===== src/rtl/mesi_ram.sv =====
`timescale 1ns / 1ps
`default_nettype none
// ----------------------------------------------------------------------------
// Generic RAM
// One write port and one read port with registered read data.
// ----------------------------------------------------------------------------
module mesi_ram #(
	parameter int WIDTH = 8,
	parameter int DEPTH = 16
) (
	input  wire logic                     clk,
	input  wire logic                     we,
	input  wire logic [$clog2(DEPTH)-1:0] waddr,
	input  wire logic [WIDTH-1:0]         wdata,
	input  wire logic [$clog2(DEPTH)-1:0] raddr,
	output logic      [WIDTH-1:0]         rdata
);
	logic [WIDTH-1:0] mem [DEPTH];

	always_ff @(posedge clk) begin
		if (we) begin
			mem[waddr] <= wdata;
		end
		rdata <= mem[raddr];
	end
endmodule
`default_nettype wire


===== config.mk =====
export PLATFORM = sky130hd
export DESIGN_NAME = mesi_ram
export DESIGN_NICKNAME = d
export VERILOG_FILES = /design/src/rtl/mesi_ram.sv
export SDC_FILE = /design/constraint.sdc
export NUM_CORES = 1
export LEC_CHECK = 0
export ABC_CLOCK_PERIOD_IN_PS = 2700
export BUFFER_PORTS_ARGS = -buffer_cell sky130_fd_sc_hd__clkbuf_2
export CAP_MARGIN = 20
export CORE_ASPECT_RATIO = 0.6
export CORE_MARGIN = 2
export CORE_UTILIZATION = 30
export CTS_BUF_LIST = sky130_fd_sc_hd__clkbuf_8 sky130_fd_sc_hd__clkbuf_16
export DETAILED_ROUTE_END_ITERATION = 8
export PLACE_DENSITY_LB_ADDON = 0.3
export SYNTH_ARGS = -nofsm -noshare
export SYNTH_HDL_FRONTEND = slang
export SYNTH_SLANG_ARGS = --single-unit

===== constraint.sdc =====
create_clock -name clk -period 2.7 [get_ports clk]
set_input_delay 0.27 -clock clk [delete_from_list [all_inputs] [get_ports clk]]
set_output_delay 0.27 -clock clk [all_outputs]
set_load 0.01 [all_outputs]

# --- After elaboration in Yosys (flattened, before gate mapping) ---
# Memories as Yosys holds them, arrays and structs flattened. A register that Yosys moved wholly into a read port is not among the register bits.
# Cells that the tools add are included.
totals:
  regBits: 0
  ram_bits: 128
  inputBits: 18
  output_inout_bits: 8
  word_cells: 3
  n_memories: 1
classes:
  n_mux: 2
memory_table:
  columns: ["memory", "depth", "width", "read_ports", "rd_ports_with_merged_regs", "write_ports", "line_no", "source"]
  rows:
  - ["mem", 16, 8, 1, 1, 1, "18", "logic [WIDTH-1:0] mem [DEPTH];"]
op_table:
  columns: ["op", "n"]
  rows:
  - ["$mux 1", 2]

# --- Logic depth before layout (Yosys ltp) ---
# Gate-level depths: netlist of run 1.
logic_depth:
  word_depth: 2
  depth_mapped: 5
  ltp_nobuf: 3

# --- Worst setup path after synthesis of run 1 ---
# No wires, ideal clock.
synth_timing:
  path_type: "input to register"
  from: "input waddr[2]"
  to: "memory mem[0][0], enable pin"
  setup_time_ns: 0.383
  arrival_ns: 1.380
  t_required_ns: 2.317
  slack_ns: 0.937
  cell_stages: 2
  n_path_buf: 0
  path_cell_list: "or3b_2 nor3_1"
synth_lines:
  columns: ["element", "line_no", "source"]
  rows:
  - ["start: declaration", "13", "input wire logic [$clog2(DEPTH)-1:0] waddr,"]
  - ["end: declaration", "18", null]
# No word-level cell before the write port.

# --- Final worst setup path of run 1 ---
layout_timing:
  from: "input waddr[2]"
  to: "memory mem[1][7], enable pin"
# No word-level cell before the write port.

==> results_dict.tcl, run 1 <==
set metrics [dict create \
    run_status "completed" \
    yosys-top-cells-count "128 x sky130_fd_sc_hd__edfxtp_1, 18 x sky130_fd_sc_hd__mux4_2, 16 x sky130_fd_sc_hd__a22oi_1, 14 x sky130_fd_sc_hd__mux4_1, 13 x sky130_fd_sc_hd__nor2_1" \
    p_seq_frac 0.489 \
    postSynthCellCount 229 \
    avgRoutedWirePerCell_um 20.1 \
    worst_skew_pair.late_latency_ns 0.41 \
    timing.max_slew.rel_slack 0.479 \
    die_height_um 105 \
    clock_path_buffers 2 \
    n_antenna_cell 0 \
    synth_nets 247 \
    post_cts_setup_bufs 0 \
    worst_hold_path_type "in2reg" \
    switching_power_uw 957 \
    hold_path.startpoint "wdata[0]" \
    clkSlewWorstSetupHoldPaths_ns 0.06 \
    coreArea_um2 16900 \
    clock_power_share 0.466 \
    power_report.internal_total_uw 3900 \
    ys_types 19 \
    grt_usage 0.122 \
    io_buf_count 25 \
    nNetsFinal 296 \
    globalRoute.totalOverflow 0 \
    tritoncts_num_sinks 136 \
    area_growth_pct 20.4 \
    critical_path_capture_point_type "flip-flop" \
    setup_viol_count_final 0 \
    r2r_cells 3 \
    layout_min_cycle_time_ns 1.47 \
    sw_frac_of_total 0.197 \
    timing_max_transition_violations_final 0 \
    grt_pass1_vias 2529 \
    cts-buffers-inserted 17 \
    synth.area.top_cells "sky130_fd_sc_hd__edfxtp_1 75%, sky130_fd_sc_hd__mux4_2 7.9%, sky130_fd_sc_hd__mux4_1 7.1%, sky130_fd_sc_hd__dfxtp_1 3.1%, sky130_fd_sc_hd__a22oi_1 2.3%" \
    maxCapViolations 0 \
    die_width_um 173 \
    final_min_period_over_clock_period 0.544 \
    cts.root.buffer_cell "sky130_fd_sc_hd__clkbuf_16" \
    layout.cell_area.non_filler_um2 6200 \
    drcViolationCount 0 \
    global_route_wire_length_before_repair_um 15800 \
    power.ir.vdd_worst_mv 0.483 \
    boundaryPins 26 \
    grt_setup_unrepaired "no" \
    vias 2380 \
    drt_antenna_net_count 0 \
    timing.final.hold_violations 0 \
    ys_dominant_reg_cell "sky130_fd_sc_hd__edfxtp_1" \
    syn-cell-area_um2 5150 \
    drt-total-wl_um 10600 \
    post-synth-top-count-cell "sky130_fd_sc_hd__edfxtp_1" \
    hold_path_cells 1 \
    synth_top_area_share 0.747 \
    r2r_setup_slack_ns 1.36 \
    p_comb_frac 0.046 \
    ctsHoldBuffers 0 \
    synth-warning-count 0 \
    synth_top_cell_by_area "sky130_fd_sc_hd__edfxtp_1" \
    post_synth.cell_area_avg_um2 22.5 \
    worst-path-max-fanout 8 \
    worst_hold_path.endpoint "mem[4][0]" \
    seq_area_frac_synth 0.778 \
    grt_max_degree 33 \
    synth_seq_cells 136 \
    dpl.hpwl_um 6670 \
    starting_utilization_of_the_core_area 0.304 \
    cts.repair.resized 0 \
    drt-vias-per-instance 4.53 \
    skew_ns 0.00743 \
    synth-edff-count 128 \
    cts_tree "yes" \
    setup.worst_path.start_class "primary input" \
    drive_gt1_frac 0.292 \
    drt_iter0_markers 222 \
    worst_r2r_startpoint "mem[9][1]" \
    globalplace.congestion 0.744 \
    worst_r2r_endpoint "rdata[1]" \
    synth_async_sr_flop_share 0 \
    grt_antenna_before_repair 0 \
    placed_area_um2 5620 \
    cp.arrival_ns 1.50 \
    crit_required_ns 2.73 \
    core.rowCount 37 \
    drt_pass1_iterations 4 \
    critPathKind "in2reg" \
    timing.setup.tns_ns 0 \
    die_area_um2 18300 \
    max_freq_mhz 681 \
    cellPowerDensity_nw_per_um2 784 \
    power_leakage_uw 0.00208 \
    cts.htree.levels 4 \
    max_slew.worst_pin.slew_ns 0.778 \
]
==> layer usage <==
layer	up-vias	wire, µm	GRT usage
li1	1069	-	-
met3	2	991	0.0321
met4	0	31	0.0448
met5	-	0	0
met2	87	4710	0.180
met1	1222	4820	0.175
==> worst max path at each step <==
stage | start | endpoint | slack [ns] | cells after the start
2_1_floorplan | waddr[2] | mem[0][0] | 0.94 | 2
3_3_place_gp | waddr[2] | mem[1][2] | 0.85 | 3
3_5_place_dp | waddr[2] | mem[3][7] | 0.80 | 3
4_1_cts | waddr[2] | mem[1][7] | 1.23 | 3
5_1_grt | waddr[2] | mem[1][7] | 1.12 | 3
6_report | waddr[2] | mem[1][7] | 1.23 | 3
==> worst max-delay path: stages <==
cell	delay, ns
sky130_fd_sc_hd__clkbuf_2	0.10
sky130_fd_sc_hd__or3b_2	0.51
sky130_fd_sc_hd__nor2_1	0.62
==> logic make-up (layout without fill, tap and decap cells) <==
| group | after synthesis | in the layout | share of synthesized area |
|---|---|---|---|
| flops | 136 | 136 | 0.778 |
| simple gates | 35 | 35 | 0.0318 |
| buf+inv | 10 | 72 | 0.0168 |
| mux | 32 | 32 | 0.150 |
| compound gates | 16 | 16 | 0.0233 |
==> final cells by class <==
| type | instances | area (µm²) |
|---|---|---|
| clock buffer | 18 | 439 |
| clock inverter | 14 | 143 |
| fill | 1580 | 10700 |
| multi-input combinational | 83 | 1060 |
| sequential | 136 | 4000 |
| tap | 234 | 293 |
| timing repair buffer | 40 | 263 |
==> per-stage QoR <==
step | instances | hold WS [ns] | total power, µW | util | setup WS [ns]
final | 525 | 0.307 | 4860 | 0.366 | 1.23
after global routing | 525 | 0.330 | 5020 | 0.366 | 1.12
after CTS | 525 | 0.303 | 4910 | 0.366 | 1.23
after detailed placement | 493 | 0.654 | 2650 | 0.331 | 0.796
after global placement | 493 | 0.652 | 2640 | 0.331 | 0.849
after floorplan | 229 | 0.369 | 2540 | - | 0.937
==> flip-flops by register name (all words and copies together), names as in the netlist <==
signal / cells
mem: 128
rdata: 8
==> cell usage in the layout, fill, tap and decap left out, drive strengths merged <==
| master | synthesis | final |
|---|---|---|
| a22oi | 16 | 16 |
| and2 | 1 | 1 |
| and2b | 1 | 1 |
| buf | 7 | 15 |
| bufinv | 0 | 3 |
| clkbuf | 0 | 43 |
| clkinv | 0 | 5 |
| clkinvlp | 0 | 2 |
| dfxtp | 8 | 8 |
| edfxtp | 128 | 128 |
| inv | 0 | 4 |
| mux4 | 32 | 32 |
| nand2 | 9 | 9 |
| nand2b | 2 | 2 |
| nand3 | 1 | 1 |
| nand3b | 2 | 2 |
| nor2 | 13 | 13 |
| nor2b | 1 | 1 |
| nor3 | 4 | 4 |
| or3b | 1 | 1 |
==> power by group through the flow <==
stage	sequential, µW	combinational (µW)	clock [µW]
after global routing	2380	242	2400
after CTS	2380	227	2310
after global placement	2420	224	0
after floorplan	2420	120	0
after detailed placement	2420	226	0
final	2380	222	2260
Power figures use the tool's default switching activity.
==> run 2: changes to the inputs <==
--- a/config.mk
+++ b/config.mk
@@ -5,7 +5,7 @@
 export SDC_FILE = /design/constraint.sdc
 export NUM_CORES = 1
 export LEC_CHECK = 0
-export ABC_CLOCK_PERIOD_IN_PS = 2700
+export ABC_CLOCK_PERIOD_IN_PS = 1300
 export BUFFER_PORTS_ARGS = -buffer_cell sky130_fd_sc_hd__clkbuf_2
 export CAP_MARGIN = 20
 export CORE_ASPECT_RATIO = 0.6
==> constraint.sdc (replaced) <==
create_clock -name clk -period 1.3 [get_ports clk]
set_input_delay 0.13 -clock clk [delete_from_list [all_inputs] [get_ports clk]]
set_output_delay 0.13 -clock clk [all_outputs]
set_load 0.01 [all_outputs]
==> results_dict.tcl, run 2 (synthesis gave the netlist of run 1 again) <==
set metrics [dict create \
    layout_common_cells "128 x sky130_fd_sc_hd__edfxtp_1, 37 x sky130_fd_sc_hd__buf_4, 29 x sky130_fd_sc_hd__mux4_2, 25 x sky130_fd_sc_hd__clkbuf_2, 17 x sky130_fd_sc_hd__clkbuf_16" \
    crit_required_ns 1.59 \
    grt_usage 0.129 \
    layout_commonest_cell "sky130_fd_sc_hd__edfxtp_1" \
    vias 2527 \
    setup_viol_count_final 0 \
    worst_skew_pair.late_latency_ns 0.40 \
    cts_tree "yes" \
    die_width_um 173 \
    nNetsFinal 320 \
    critical_path_capture_point_type "flip-flop" \
    grt_setup_unrepaired "yes" \
    power_leakage_uw 0.00215 \
    die_area_um2 18300 \
    post-place-cells 518 \
    switching_power_uw 2090 \
    drt-total-wl_um 11100 \
    globalRoute.totalOverflow 0 \
    cts-buffers-inserted 17 \
    instances_no_fill 549 \
    timing.final.hold_violations 0 \
    starting_utilization_of_the_core_area 0.304 \
    worst_hold_path_type "in2reg" \
    post_cts_setup_bufs 0 \
    run_status "completed" \
    register_with_the_highest_flop_count "mem" \
    drt-vias-per-instance 4.60 \
    max_freq_mhz 781 \
    die_height_um 105 \
    post-layout-total-power_uw 10000 \
    critPathKind "reg2reg" \
    global_route_wire_length_before_repair_um 16600 \
    n_antenna_cell 0 \
    tritoncts_num_sinks 136 \
    clock_power_share 0.454 \
    worst-path-max-fanout 1 \
    dpl.hpwl_um 7510 \
    largest_registers "mem (128), rdata (8)" \
    sw_frac_of_total 0.208 \
    setup.worst_path.start_class "flip-flop" \
    io_buf_count 25 \
    grt_pass1_vias 2613 \
    drcViolationCount 0 \
    power_report.internal_total_uw 7930 \
    final_min_period_over_clock_period 0.985 \
    boundaryPins 26 \
    max_slew.worst_pin.slew_ns 0.902 \
    layout_min_cycle_time_ns 1.28 \
    area_growth_pct 23.7 \
    cts.htree.levels 4 \
    globalplace.congestion 0.712 \
    drive_gt1_frac 0.419 \
    p_seq_frac 0.493 \
    cellPowerDensity_nw_per_um2 1570 \
    grt_antenna_before_repair 0 \
    p_comb_frac 0.052 \
    avgRoutedWirePerCell_um 20.2 \
    skew_ns 0.00911 \
    core.rowCount 37 \
    maxCapViolations 0 \
    coreArea_um2 16900 \
    clock_path_buffers 2 \
    timing.max_slew.rel_slack 0.398 \
    drt_antenna_net_count 0 \
    cp.arrival_ns 1.57 \
    power.ir.vdd_worst_mv 0.801 \
    timing_max_transition_violations_final 0 \
    grt_max_degree 17 \
    cts.root.buffer_cell "sky130_fd_sc_hd__clkbuf_16" \
    largest_register_ff_count 128 \
    drt_iter0_markers 249 \
    drt_pass1_iterations 5 \
    clkSlewWorstSetupHoldPaths_ns 0.06 \
]
==> run 2: changes by cell type in the layout (fill, tap and decap cells not counted), moves of 7 or more <==
| cell | before | now |
|---|---|---|
| sky130_fd_sc_hd__a22oi_2 | 0 | 7 |
| sky130_fd_sc_hd__buf_4 | 13 | 37 |
| sky130_fd_sc_hd__mux4_1 | 14 | 3 |
| sky130_fd_sc_hd__mux4_2 | 18 | 29 |
| sky130_fd_sc_hd__a22oi_1 | 16 | 9 |
==> run 2: worst max-delay path: stages (launching register included) <==
cell and delay [ns]:
sky130_fd_sc_hd__edfxtp_1 0.41, sky130_fd_sc_hd__mux4_2 0.48, sky130_fd_sc_hd__a22oi_2 0.20, sky130_fd_sc_hd__nand2_1 0.08
==> run 2: area by class of cell <==
| class | instances | area [µm²] |
|---|---|---|
| multi-input cells | 83 | 1070 |
| flip-flops and latches | 136 | 4000 |
| well taps | 234 | 293 |
| clock inverters | 15 | 138 |
| clock buffers | 17 | 425 |
| fillers | 1548 | 10600 |
| repair buffers | 64 | 443 |
==> run 2: per-stage QoR <==
stage	utilization	TNS [ns]	worst slack [ns]	hold slack, ns	area [µm²]
floorplan	-	-2.94	-0.0961	0.229	5160
global placement	0.343	-6.02	-0.255	0.517	5820
detailed placement	0.343	-6.80	-0.248	0.527	5820
CTS	0.377	0	0.00217	0.165	6400
global route	0.376	-0.0403	-0.0208	0.171	6370
finish	0.376	0	0.0190	0.163	6370
==> run 2: power groups by stage <==
stage / Sequential, µW / Combinational [µW] / Clock [µW]
2_1_floorplan: 5030 / 250 / 0
6_report: 4940 / 525 / 4550
4_1_cts: 4940 / 523 / 4640
3_5_place_dp: 5030 / 513 / 0
3_3_place_gp: 5030 / 508 / 0
5_1_grt: 4950 / 571 / 4870
==> run 2: final timing paths <==
kind / start / to / slack (ns) / cells after the start
max: mem[1][4] / rdata[4] / 0.02 / 3
min: wdata[6] / mem[14][6] / 0.16 / 1
max reg2reg: mem[1][4] / rdata[4] / 0.02 / 3
min reg2reg: mem[7][3] / rdata[3] / 0.68 / 3
==> run 2: per-layer routing <==
layer,vias to the layer above,part of all wire,track usage
met5,-,0,0
met4,0,0.0019,0.0291
met3,5,0.066,0.0418
met2,63,0.44,0.186
met1,1347,0.49,0.189
li1,1112,-,-
==> run 2: repair_timing <==
item                                    4_1_cts  5_1_grt
pin swaps                                     2        3
resized for setup                             6       12
endpoints found under the setup margin        5        7
hold buffers                                  0        0
